===== src/hdl/ssr_pkg.sv =====
// Shared types, constants and helper functions for the streaming substring replace block.
// No dependencies; imported by every module of the block.
package ssr_pkg;

    // Size limits
    localparam int PATTERN_MAX = 8;
    localparam int REPLACE_MAX = 8;

    // Configuration register geometry (fixed by the register map)
    localparam int LEN_W     = 4;
    localparam int REG_W     = 64;
    localparam int REG_BYTES = REG_W / 8;
    localparam int NUM_REGS  = 4;
    localparam int IDX_W     = $clog2(NUM_REGS);
    localparam int ADDR_W    = $clog2(NUM_REGS * 8);

    // Register indexes
    localparam logic [IDX_W-1:0] REG_PATTERN_LEN   = IDX_W'(0);
    localparam logic [IDX_W-1:0] REG_PATTERN_BYTES = IDX_W'(1);
    localparam logic [IDX_W-1:0] REG_REPLACE_LEN   = IDX_W'(2);
    localparam logic [IDX_W-1:0] REG_REPLACE_BYTES = IDX_W'(3);

    // Count widths
    localparam int CNT_W  = $clog2(PATTERN_MAX + 1);
    localparam int RCNT_W = $clog2(REPLACE_MAX + 1);
    localparam int TAIL_W = (CNT_W > RCNT_W) ? CNT_W : RCNT_W;
    localparam int TOT_W  = $clog2(2 * PATTERN_MAX + REPLACE_MAX + 2);

    // Request queue between front and back
    localparam int FIFO_DEPTH = 2;
    localparam int FPTR_W     = (FIFO_DEPTH > 1) ? $clog2(FIFO_DEPTH) : 1;
    localparam int FCNT_W     = $clog2(FIFO_DEPTH + 1);

    typedef struct packed {
        logic [7:0] in_byte;
        logic       in_last;
    } in_item_t;

    typedef struct packed {
        logic [7:0] out_byte;
        logic       out_empty;
        logic       out_last;
    } out_item_t;

    typedef struct packed {
        logic [LEN_W-1:0] pattern_len;
        logic [REG_W-1:0] pattern_bytes;
        logic [LEN_W-1:0] replace_len;
        logic [REG_W-1:0] replace_bytes;
    } cfg_t;

    // One classified input item: what the back end has to emit for it
    typedef struct packed {
        logic [7:0]        raw_byte;   // incoming byte, emitted when it starts no match
        logic              emit_b;
        logic [CNT_W-1:0]  pre_cnt;    // released pattern bytes, from index 0
        logic              repl;       // tail is the replacement, else the flushed prefix
        logic [TAIL_W-1:0] tail_cnt;
        logic              last;
    } cmd_t;

    // Byte i of a 64-bit register; positions past the register read as zero
    function automatic logic [7:0] reg_byte(input logic [REG_W-1:0] r, input int unsigned i);
        logic [7:0] res;
        res = 8'h00;
        for (int j = 0; j < REG_BYTES; j++)
        begin
            if (i == j)
            begin
                res = r[8*j +: 8];
            end
        end
        return res;
    endfunction

    // Pattern length clamped to 1..PATTERN_MAX
    function automatic logic [CNT_W-1:0] eff_plen(input logic [LEN_W-1:0] l);
        logic [CNT_W-1:0] res;
        if (l == '0)
        begin
            res = CNT_W'(1);
        end
        else if (int'(l) > PATTERN_MAX)
        begin
            res = CNT_W'(PATTERN_MAX);
        end
        else
        begin
            res = CNT_W'(l);
        end
        return res;
    endfunction

    // Replacement length clamped to 0..REPLACE_MAX
    function automatic logic [TAIL_W-1:0] eff_rlen(input logic [LEN_W-1:0] l);
        logic [TAIL_W-1:0] res;
        if (int'(l) > REPLACE_MAX)
        begin
            res = TAIL_W'(REPLACE_MAX);
        end
        else
        begin
            res = TAIL_W'(l);
        end
        return res;
    endfunction

endpackage


===== src/hdl/ssr_cfg.sv =====
// APB-style configuration registers for the substring replace block.
// Depends on ssr_pkg for the register map and the cfg_t struct.
module ssr_cfg
    import ssr_pkg::*;
(
    input  logic              clk,
    input  logic              rst_n,
    input  logic              psel,
    input  logic              penable,
    input  logic              pwrite,
    input  logic [ADDR_W-1:0] paddr,
    input  logic [REG_W-1:0]  pwdata,
    output logic [REG_W-1:0]  prdata,
    output logic              pready,
    output cfg_t              cfg
);

    logic [LEN_W-1:0] pattern_len_reg;
    logic [REG_W-1:0] pattern_bytes_reg;
    logic [LEN_W-1:0] replace_len_reg;
    logic [REG_W-1:0] replace_bytes_reg;
    logic [IDX_W-1:0] idx;
    logic             wr_en;

    assign pready = 1'b1;
    assign idx    = paddr[ADDR_W-1 -: IDX_W];
    assign wr_en  = psel && penable && pwrite && pready;

    // Register writes
    always_ff @(posedge clk or negedge rst_n)
    begin
        if (!rst_n)
        begin
            pattern_len_reg   <= LEN_W'(1);
            pattern_bytes_reg <= '0;
            replace_len_reg   <= '0;
            replace_bytes_reg <= '0;
        end
        else if (wr_en)
        begin
            unique case (idx)
                REG_PATTERN_LEN:   pattern_len_reg   <= pwdata[LEN_W-1:0];
                REG_PATTERN_BYTES: pattern_bytes_reg <= pwdata;
                REG_REPLACE_LEN:   replace_len_reg   <= pwdata[LEN_W-1:0];
                REG_REPLACE_BYTES: replace_bytes_reg <= pwdata;
                default: ;
            endcase
        end
    end

    // Read mux
    always_comb
    begin
        unique case (idx)
            REG_PATTERN_LEN:   prdata = REG_W'(pattern_len_reg);
            REG_PATTERN_BYTES: prdata = pattern_bytes_reg;
            REG_REPLACE_LEN:   prdata = REG_W'(replace_len_reg);
            REG_REPLACE_BYTES: prdata = replace_bytes_reg;
            default:           prdata = '0;
        endcase
    end

    assign cfg.pattern_len   = pattern_len_reg;
    assign cfg.pattern_bytes = pattern_bytes_reg;
    assign cfg.replace_len   = replace_len_reg;
    assign cfg.replace_bytes = replace_bytes_reg;

endmodule


===== src/hdl/ssr_front.sv =====
// Front end: accepts input bytes, tracks the matched prefix length and
// classifies each byte into an emit request. Depends on ssr_pkg.
module ssr_front
    import ssr_pkg::*;
(
    input  logic     clk,
    input  logic     rst_n,
    input  cfg_t     cfg,
    input  logic     src_valid,
    output logic     src_stall,
    input  in_item_t src_item,
    input  logic     q_full,
    output logic     q_push,
    output cmd_t     q_cmd
);

    logic [CNT_W-1:0]       matched_reg;
    logic [CNT_W-1:0]       matched_next;
    logic [CNT_W-1:0]       plen;
    logic [TAIL_W-1:0]      rlen;
    logic [CNT_W-1:0]       m;
    logic [CNT_W-1:0]       n;
    logic [CNT_W-1:0]       s;
    logic [CNT_W-1:0]       nm;
    logic [PATTERN_MAX-1:0] ok;
    logic [TOT_W-1:0]       total;
    logic                   accept;

    assign plen      = eff_plen(cfg.pattern_len);
    assign rlen      = eff_rlen(cfg.replace_len);
    assign src_stall = q_full;
    assign accept    = src_valid && !q_full;

    // Held prefix length, clipped below the current pattern length
    assign m = (matched_reg >= plen) ? plen - CNT_W'(1) : matched_reg;
    assign n = m + CNT_W'(1);

    // Each start s: does held[s..n-1] equal the pattern head
    always_comb
    begin
        for (int st = 0; st < PATTERN_MAX; st++)
        begin
            ok[st] = (st < int'(n));
            for (int i = 0; i < PATTERN_MAX; i++)
            begin
                if (st + i < int'(n))
                begin
                    if (st + i < int'(m))
                    begin
                        if (reg_byte(cfg.pattern_bytes, st + i) !=
                            reg_byte(cfg.pattern_bytes, i))
                        begin
                            ok[st] = 1'b0;
                        end
                    end
                    else if (src_item.in_byte != reg_byte(cfg.pattern_bytes, i))
                    begin
                        ok[st] = 1'b0;
                    end
                end
            end
        end
    end

    // Earliest surviving start; n when no start survives
    always_comb
    begin
        s = n;
        for (int st = PATTERN_MAX - 1; st >= 0; st--)
        begin
            if (ok[st])
            begin
                s = CNT_W'(st);
            end
        end
    end

    assign nm = n - s;

    // Build the emit request
    always_comb
    begin
        q_cmd.raw_byte = src_item.in_byte;
        q_cmd.emit_b   = (s == n);
        q_cmd.pre_cnt  = (s == n) ? m : s;
        q_cmd.repl     = (nm == plen);
        q_cmd.last     = src_item.in_last;
        if (nm == plen)
        begin
            q_cmd.tail_cnt = rlen;
        end
        else if (src_item.in_last)
        begin
            q_cmd.tail_cnt = TAIL_W'(nm);
        end
        else
        begin
            q_cmd.tail_cnt = '0;
        end
    end

    assign total = TOT_W'(q_cmd.pre_cnt) + TOT_W'(q_cmd.emit_b) + TOT_W'(q_cmd.tail_cnt);

    // Requests that release nothing and do not end the string are dropped here
    assign q_push       = accept && ((total != '0) || src_item.in_last);
    assign matched_next = (q_cmd.repl || src_item.in_last) ? '0 : nm;

    always_ff @(posedge clk or negedge rst_n)
    begin
        if (!rst_n)
        begin
            matched_reg <= '0;
        end
        else if (accept)
        begin
            matched_reg <= matched_next;
        end
    end

    a_clear_on_end: assert property (@(posedge clk) disable iff (!rst_n)
        accept && (q_cmd.repl || src_item.in_last) |=> matched_reg == '0)
        else $error("matched count not cleared after replacement or end of string");

    a_push_ok: assert property (@(posedge clk) disable iff (!rst_n)
        q_push |-> !q_full)
        else $error("request pushed into full queue");

endmodule


===== src/hdl/ssr_fifo.sv =====
// Short request queue between the front and back ends.
// Depends on ssr_pkg for cmd_t and the queue depth.
module ssr_fifo
    import ssr_pkg::*;
(
    input  logic clk,
    input  logic rst_n,
    input  logic push,
    input  cmd_t wr_cmd,
    input  logic pop,
    output cmd_t rd_cmd,
    output logic full,
    output logic empty
);

    cmd_t              mem [FIFO_DEPTH];
    logic [FPTR_W-1:0] wr_ptr_reg;
    logic [FPTR_W-1:0] rd_ptr_reg;
    logic [FCNT_W-1:0] count_reg;

    assign full   = (count_reg == FCNT_W'(FIFO_DEPTH));
    assign empty  = (count_reg == '0);
    assign rd_cmd = mem[rd_ptr_reg];

    // Entry storage
    always_ff @(posedge clk)
    begin
        if (push)
        begin
            mem[wr_ptr_reg] <= wr_cmd;
        end
    end

    // Pointers and fill count
    always_ff @(posedge clk or negedge rst_n)
    begin
        if (!rst_n)
        begin
            wr_ptr_reg <= '0;
            rd_ptr_reg <= '0;
            count_reg  <= '0;
        end
        else
        begin
            if (push)
            begin
                wr_ptr_reg <= (int'(wr_ptr_reg) == FIFO_DEPTH - 1) ? '0 : wr_ptr_reg + FPTR_W'(1);
            end
            if (pop)
            begin
                rd_ptr_reg <= (int'(rd_ptr_reg) == FIFO_DEPTH - 1) ? '0 : rd_ptr_reg + FPTR_W'(1);
            end
            if (push && !pop)
            begin
                count_reg <= count_reg + FCNT_W'(1);
            end
            else if (pop && !push)
            begin
                count_reg <= count_reg - FCNT_W'(1);
            end
        end
    end

    a_no_underflow: assert property (@(posedge clk) disable iff (!rst_n)
        pop |-> !empty)
        else $error("pop from empty queue");

endmodule


===== src/hdl/ssr_back.sv =====
// Back end: walks one emit request at a time and, unless stalled, drives one
// result byte per cycle into the output register. Depends on ssr_pkg.
module ssr_back
    import ssr_pkg::*;
(
    input  logic      clk,
    input  logic      rst_n,
    input  cfg_t      cfg,
    input  cmd_t      head,
    input  logic      q_empty,
    output logic      q_pop,
    output logic      dst_valid,
    input  logic      dst_stall,
    output out_item_t dst_item
);

    logic [TOT_W-1:0] k_reg;
    logic [TOT_W-1:0] k_next;
    logic [TOT_W-1:0] total;
    logic [TOT_W-1:0] j;
    logic             is_final;
    logic             load;
    logic             out_valid_reg;
    out_item_t        out_reg;
    out_item_t        out_next;

    assign total    = TOT_W'(head.pre_cnt) + TOT_W'(head.emit_b) + TOT_W'(head.tail_cnt);
    assign is_final = (total == '0) || (k_reg == total - TOT_W'(1));
    assign load     = !q_empty && (!out_valid_reg || !dst_stall);
    assign q_pop    = load && is_final;
    assign k_next   = is_final ? '0 : k_reg + TOT_W'(1);
    assign j        = k_reg - TOT_W'(head.pre_cnt) - TOT_W'(head.emit_b);

    // Pick result byte k of the current request
    always_comb
    begin
        out_next.out_empty = 1'b0;
        out_next.out_last  = head.last && is_final;
        if (total == '0)
        begin
            out_next.out_byte  = 8'h00;
            out_next.out_empty = 1'b1;
        end
        else if (k_reg < TOT_W'(head.pre_cnt))
        begin
            out_next.out_byte = reg_byte(cfg.pattern_bytes, int'(k_reg));
        end
        else if (head.emit_b && (k_reg == TOT_W'(head.pre_cnt)))
        begin
            out_next.out_byte = head.raw_byte;
        end
        else if (head.repl)
        begin
            out_next.out_byte = reg_byte(cfg.replace_bytes, int'(j));
        end
        else
        begin
            out_next.out_byte = reg_byte(cfg.pattern_bytes, int'(j));
        end
    end

    // Sequencer position and output valid
    always_ff @(posedge clk or negedge rst_n)
    begin
        if (!rst_n)
        begin
            k_reg         <= '0;
            out_valid_reg <= 1'b0;
        end
        else if (load)
        begin
            k_reg         <= k_next;
            out_valid_reg <= 1'b1;
        end
        else if (!dst_stall)
        begin
            out_valid_reg <= 1'b0;
        end
    end

    // Output payload
    always_ff @(posedge clk)
    begin
        if (load)
        begin
            out_reg <= out_next;
        end
    end

    assign dst_valid = out_valid_reg;
    assign dst_item  = out_reg;

    a_k_in_range: assert property (@(posedge clk) disable iff (!rst_n)
        !q_empty |-> (k_reg < total) || (total == '0 && k_reg == '0))
        else $error("sequencer position past end of request");

    a_empty_is_last: assert property (@(posedge clk) disable iff (!rst_n)
        dst_valid && dst_item.out_empty |-> dst_item.out_last && dst_item.out_byte == 8'h00)
        else $error("end marker without last flag or with data");

endmodule


===== src/hdl/stream_substring_replace_top.sv =====
// Top level of the streaming substring replace block.
// Depends on ssr_pkg, ssr_cfg, ssr_front, ssr_fifo and ssr_back.
//
// Replaces every non-overlapping occurrence of a pattern (1 to 8 bytes) in a
// byte stream with a replacement (0 to 8 bytes), scanning left to right and
// re-scanning the held prefix on a mismatch so occurrences that start inside a
// partial match are found. The front end takes one input byte per cycle, unless
// the two-entry request queue is full; the back end sequencer emits one result
// byte per cycle while the queue holds a request and the output is not stalled.
// Each input byte releases between 0 and 8 results (a string's final byte
// always yields at least one result, an empty end marker when nothing else is
// released). Bytes that release nothing are dropped by the front end. There
// is no clearing pass after reset. Configuration registers are 64 bits wide
// at byte addresses 0, 8, 16, 24 (pattern_len, pattern_bytes, replace_len,
// replace_bytes) and must only be written while the block is idle.
module stream_substring_replace_top
    import ssr_pkg::*;
(
    input  logic              clk,
    input  logic              rst_n,
    input  logic              psel,
    input  logic              penable,
    input  logic              pwrite,
    input  logic [ADDR_W-1:0] paddr,
    input  logic [REG_W-1:0]  pwdata,
    output logic [REG_W-1:0]  prdata,
    output logic              pready,
    input  logic              src_valid,
    output logic              src_stall,
    input  in_item_t          src_item,
    output logic              dst_valid,
    input  logic              dst_stall,
    output out_item_t         dst_item
);

    cfg_t cfg;
    cmd_t push_cmd;
    cmd_t head_cmd;
    logic q_push;
    logic q_pop;
    logic q_full;
    logic q_empty;

    // Configuration registers
    ssr_cfg u_cfg (
        .clk     (clk),
        .rst_n   (rst_n),
        .psel    (psel),
        .penable (penable),
        .pwrite  (pwrite),
        .paddr   (paddr),
        .pwdata  (pwdata),
        .prdata  (prdata),
        .pready  (pready),
        .cfg     (cfg)
    );

    // Match tracking and classification
    ssr_front u_front (
        .clk       (clk),
        .rst_n     (rst_n),
        .cfg       (cfg),
        .src_valid (src_valid),
        .src_stall (src_stall),
        .src_item  (src_item),
        .q_full    (q_full),
        .q_push    (q_push),
        .q_cmd     (push_cmd)
    );

    // Request queue
    ssr_fifo u_fifo (
        .clk    (clk),
        .rst_n  (rst_n),
        .push   (q_push),
        .wr_cmd (push_cmd),
        .pop    (q_pop),
        .rd_cmd (head_cmd),
        .full   (q_full),
        .empty  (q_empty)
    );

    // Result sequencer
    ssr_back u_back (
        .clk       (clk),
        .rst_n     (rst_n),
        .cfg       (cfg),
        .head      (head_cmd),
        .q_empty   (q_empty),
        .q_pop     (q_pop),
        .dst_valid (dst_valid),
        .dst_stall (dst_stall),
        .dst_item  (dst_item)
    );

endmodule

===== config.mk =====
export PLATFORM = sky130hd
export DESIGN_NAME = stream_substring_replace_top
export DESIGN_NICKNAME = d
export VERILOG_FILES = /design/src/hdl/ssr_pkg.sv /design/src/hdl/ssr_cfg.sv /design/src/hdl/ssr_front.sv /design/src/hdl/ssr_fifo.sv /design/src/hdl/ssr_back.sv /design/src/hdl/stream_substring_replace_top.sv
export SDC_FILE = /design/constraint.sdc
export NUM_CORES = 1
export LEC_CHECK = 0
export BUFFER_PORTS_ARGS = -buffer_cell sky130_fd_sc_hd__buf_4
export CORE_ASPECT_RATIO = 0.5
export CORE_UTILIZATION = 45
export CTS_BUF_LIST = sky130_fd_sc_hd__clkbuf_4 sky130_fd_sc_hd__clkbuf_8 sky130_fd_sc_hd__clkbuf_16
export DETAILED_ROUTE_END_ITERATION = 10
export PLACE_DENSITY = 0.68
export RECOVER_POWER = 50
export SLEW_MARGIN = 20
export SYNTH_ARGS = -nofsm -noshare
export SYNTH_HDL_FRONTEND = slang
export SYNTH_SLANG_ARGS = --single-unit

===== constraint.sdc =====
create_clock -name clk -period 20.7 [get_ports clk]
set_input_delay 4.14 -clock clk [delete_from_list [all_inputs] [get_ports clk]]
set_output_delay 4.14 -clock clk [all_outputs]
set_load 0.02 [all_outputs]

==> results.rst <==
.. list-table::
   :header-rows: 1

   * - Metric
     - Value
   * - Outcome
     - finished with violations
   * - Violations in the final reports
     - max-capacitance violations, max-slew violations
   * - Biggest fanout along the worst timing path
     - 10
   * - Share of synthesized registers carrying an async set or reset
     - 0.758
   * - Launch point of the worst reg-to-reg path
     - u_cfg.pattern_len_reg[3]
   * - Die extent in x
     - 273 µm
   * - Placement row count
     - 49
   * - Required time of the critical path
     - 20.86 ns
   * - Drt via density
     - 6.32
   * - Sequential element share of the synthesized area
     - 0.315
   * - Worst rel slew slack
     - -1.84
   * - Category of the worst setup path launch point
     - input port
   * - Area growth from synthesis to layout
     - 12.3%
   * - Pin count of the biggest net entering global routing
     - 83
   * - Hold depth
     - 2
   * - Number of buffers on the longest clock path
     - 2
   * - Ratio of cells with drive above 1 in the final layout
     - 0.232
   * - Total power density per cell area
     - 204 nW/µm²
   * - Routed wire length
     - 58.8 mm
   * - I/O pin count
     - 162
   * - Remaining global-route overflow
     - 0
   * - Worst vdd ir
     - 0.000238 V
   * - Inserted Clock Buffers
     - 17
   * - Fin util
     - 0.514
   * - Final cycle utilization of the critical path
     - 0.556
   * - Time the worst path needs with I/O delays and setup
     - 11.50 ns
   * - Antenna cell count
     - 0
   * - Actual transition at the worst max-transition pin
     - 4.26 ns
   * - Post-DP HPWL
     - 41.8 mm
   * - Buffers on Ports
     - 157
   * - Hold-fix buffers at CTS
     - 0
   * - RSZ-0062 raised after global routing
     - false
   * - Global-route wire length before repair
     - 86.9 mm
   * - Path category of the worst min-delay check
     - reg -> reg
   * - Static leakage
     - 0.00784 µW
   * - Critical hold path startpoint
     - u_back.dst_valid
   * - Number of antenna violations at the first check in global routing
     - 1
   * - DRC marker count from the first detailed-route iteration
     - 1,979
   * - Clock Sinks
     - 198
   * - Post-synthesis register bit count
     - 198
   * - Worst hold slack across all endpoints
     - 0.486 ns
   * - ANT nets after route
     - 0
   * - Post-route DRC
     - 0
   * - Number of max-capacitance violations reported
     - 6
   * - Average cell area after synthesis
     - 9.57 µm²
   * - Source-to-sink clock delay at the later pin of the worst-skew pair
     - 0.48 ns
   * - Type of the setup path with the least slack
     - in -> reg
   * - Category of the worst setup path capture point
     - flip-flop
   * - Number of vias in the routed layout
     - 14,534
   * - Post-Syn Area
     - 16,500 µm²
   * - Arrival time of data at the critical path endpoint
     - 11.67 ns
   * - CTS tree
     - yes
   * - Hold violation total from the final report
     - 0
   * - F_max
     - 86.9 MHz
   * - Starting density of the core
     - 0.458
   * - Endpoint of the most critical register-to-register path
     - u_fifo.mem[0][15]
   * - Top library cells by usage in the layout, fill and taps aside
     - sky130_fd_sc_hd__xor2_1 (183), sky130_fd_sc_hd__buf_4 (180), sky130_fd_sc_hd__dfrtp_1 (149)
   * - Most common cell after layout, fill and taps aside
     - sky130_fd_sc_hd__xor2_1
   * - Worst Clk Skew
     - 0.0242 ns
   * - Postcts setup bufs
     - 0
   * - Syn Nets
     - 1,851
   * - Fin. max-slew vios
     - 380
   * - Clk root buf
     - sky130_fd_sc_hd__clkbuf_16
   * - Drt pass-1 iters
     - 9
   * - Total routing usage reported by global routing
     - 0.313
   * - Post_cts resized
     - 0
   * - Die height
     - 137 µm
   * - EDFF count, synth
     - 48
   * - Unique cell type count in the Yosys netlist
     - 94
   * - Register-to-Register Setup Slack
     - 10.75 ns
   * - Average routed wire per standard cell
     - 25.6 µm
   * - End point of the most critical hold path
     - u_back.dst_valid
   * - Clock transition at the register clock pins on the worst setup and hold paths after CTS
     - 0.08 ns
   * - Area inside the core boundary
     - 36,000 µm²
   * - Final total power
     - 3770 µW
   * - Final net count
     - 1,930
   * - H-tree lvl count
     - 4
   * - Die footprint
     - 37,500 µm²
   * - Final weighted congestion in routability-driven placement
     - 1.06
   * - Number of warnings issued by yosys
     - 0
   * - Critical path origin
     - src_item[3]
   * - Worst-case reg-to-reg path depth
     - 29
   * - Final total negative setup slack
     - 0 ns
   * - Count of mapped cells out of synthesis
     - 1,725
   * - Via count of the first global-routing pass
     - 13,520
   * - Top flip-flop cell by instance count after synthesis
     - sky130_fd_sc_hd__dfrtp_1
   * - Setup violators final
     - 0
==> worst max-delay path by stage <==
stage,end,slack (ns)
after floorplan,u_fifo.mem[0][0],10.06
after global placement,u_fifo.mem[0][5],9.38
after detailed placement,u_fifo.mem[0][5],9.30
after CTS,u_fifo.mem[0][16],9.77
after global routing,u_cfg.pattern_bytes_reg[13],8.59
final,u_fifo.mem[0][15],9.20
==> where the power goes <==
group / switching [µW] / total (µW) / leakage, µW / internal, µW
clock: 163 / 334 / 0.000275 / 170
sequential: 196 / 780 / 0.00229 / 584
combinational: 1580 / 2660 / 0.00528 / 1080
==> per-layer routing <==
| layer | vias to the layer above | wire length, µm | global-route usage |
|---|---|---|---|
| met5 | - | 13 | 0 |
| met1 | 7141 | 25000 | 0.437 |
| met3 | 199 | 7380 | 0.113 |
| li1 | 6322 | - | - |
| met2 | 870 | 24300 | 0.440 |
| met4 | 2 | 2150 | 0.114 |
==> cell type report <==
type / count / area (µm²)
tap: 484 / 606
multi-input combinational: 1337 / 10600
fill: 3348 / 17500
inverter: 39 / 146
clock inverter: 12 / 119
timing repair buffer: 211 / 1470
sequential: 198 / 5200
clock buffer: 19 / 440
==> Yosys cell counts (49+ instances only) <==
cell type,number,area (µm²)
sky130_fd_sc_hd__a21oi_1,65,325
sky130_fd_sc_hd__buf_1,55,206
sky130_fd_sc_hd__clkbuf_1,81,304
sky130_fd_sc_hd__dfrtp_1,149,3730
sky130_fd_sc_hd__mux2_2,146,1640
sky130_fd_sc_hd__mux2i_1,104,1040
sky130_fd_sc_hd__nand2_1,104,390
sky130_fd_sc_hd__nor2_1,139,522
sky130_fd_sc_hd__nor4_1,66,413
sky130_fd_sc_hd__o21ai_0,49,245
sky130_fd_sc_hd__xnor2_1,129,1130
sky130_fd_sc_hd__xor2_1,184,1610
==> stage by stage <==
| step | instance area, µm² | instances | worst slack, ns |
|---|---|---|---|
| 6_report | 18500 | 2300 | 9.20 |
| 5_1_grt | 18500 | 2300 | 8.59 |
| 4_1_cts | 18600 | 2300 | 9.77 |
| 3_5_place_dp | 18100 | 2269 | 9.30 |
| 3_3_place_gp | 18100 | 2269 | 9.38 |
| 2_1_floorplan | 16500 | 1725 | 10.06 |
==> logic make-up after synthesis <==
family,Yosys count,share of synthesized area
buf+inv,190,0.0478
fa+ha+maj,41,0.0343
other cells,1,0.000227
flops,198,0.315
simple gates,444,0.132
compound gates,263,0.109
mux,273,0.194
xor+xnor,315,0.168
==> critical path, stage by stage <==
cell,delay (ns)
sky130_fd_sc_hd__clkbuf_1,0.74
sky130_fd_sc_hd__xor2_1,0.15
sky130_fd_sc_hd__nor4_1,0.51
sky130_fd_sc_hd__nand2_1,0.45
sky130_fd_sc_hd__mux2_2,0.40
sky130_fd_sc_hd__o2bb2ai_1,0.11
sky130_fd_sc_hd__or4b_2,0.72
sky130_fd_sc_hd__and3_1,0.21
sky130_fd_sc_hd__o21bai_1,0.26
sky130_fd_sc_hd__ha_1,0.31
sky130_fd_sc_hd__a21o_2,0.21
sky130_fd_sc_hd__a21oi_1,0.22
sky130_fd_sc_hd__xor2_2,0.26
sky130_fd_sc_hd__nor2_1,0.11
sky130_fd_sc_hd__o21ai_4,0.27
sky130_fd_sc_hd__mux2i_1,0.21
sky130_fd_sc_hd__fa_1,0.50
sky130_fd_sc_hd__fa_1,0.39
sky130_fd_sc_hd__nand3_1,0.09
sky130_fd_sc_hd__o21ai_0,0.08
sky130_fd_sc_hd__a31o_2,0.29
sky130_fd_sc_hd__nor2_1,0.66
sky130_fd_sc_hd__buf_4,0.34
(Power assumes the default switching activity.)
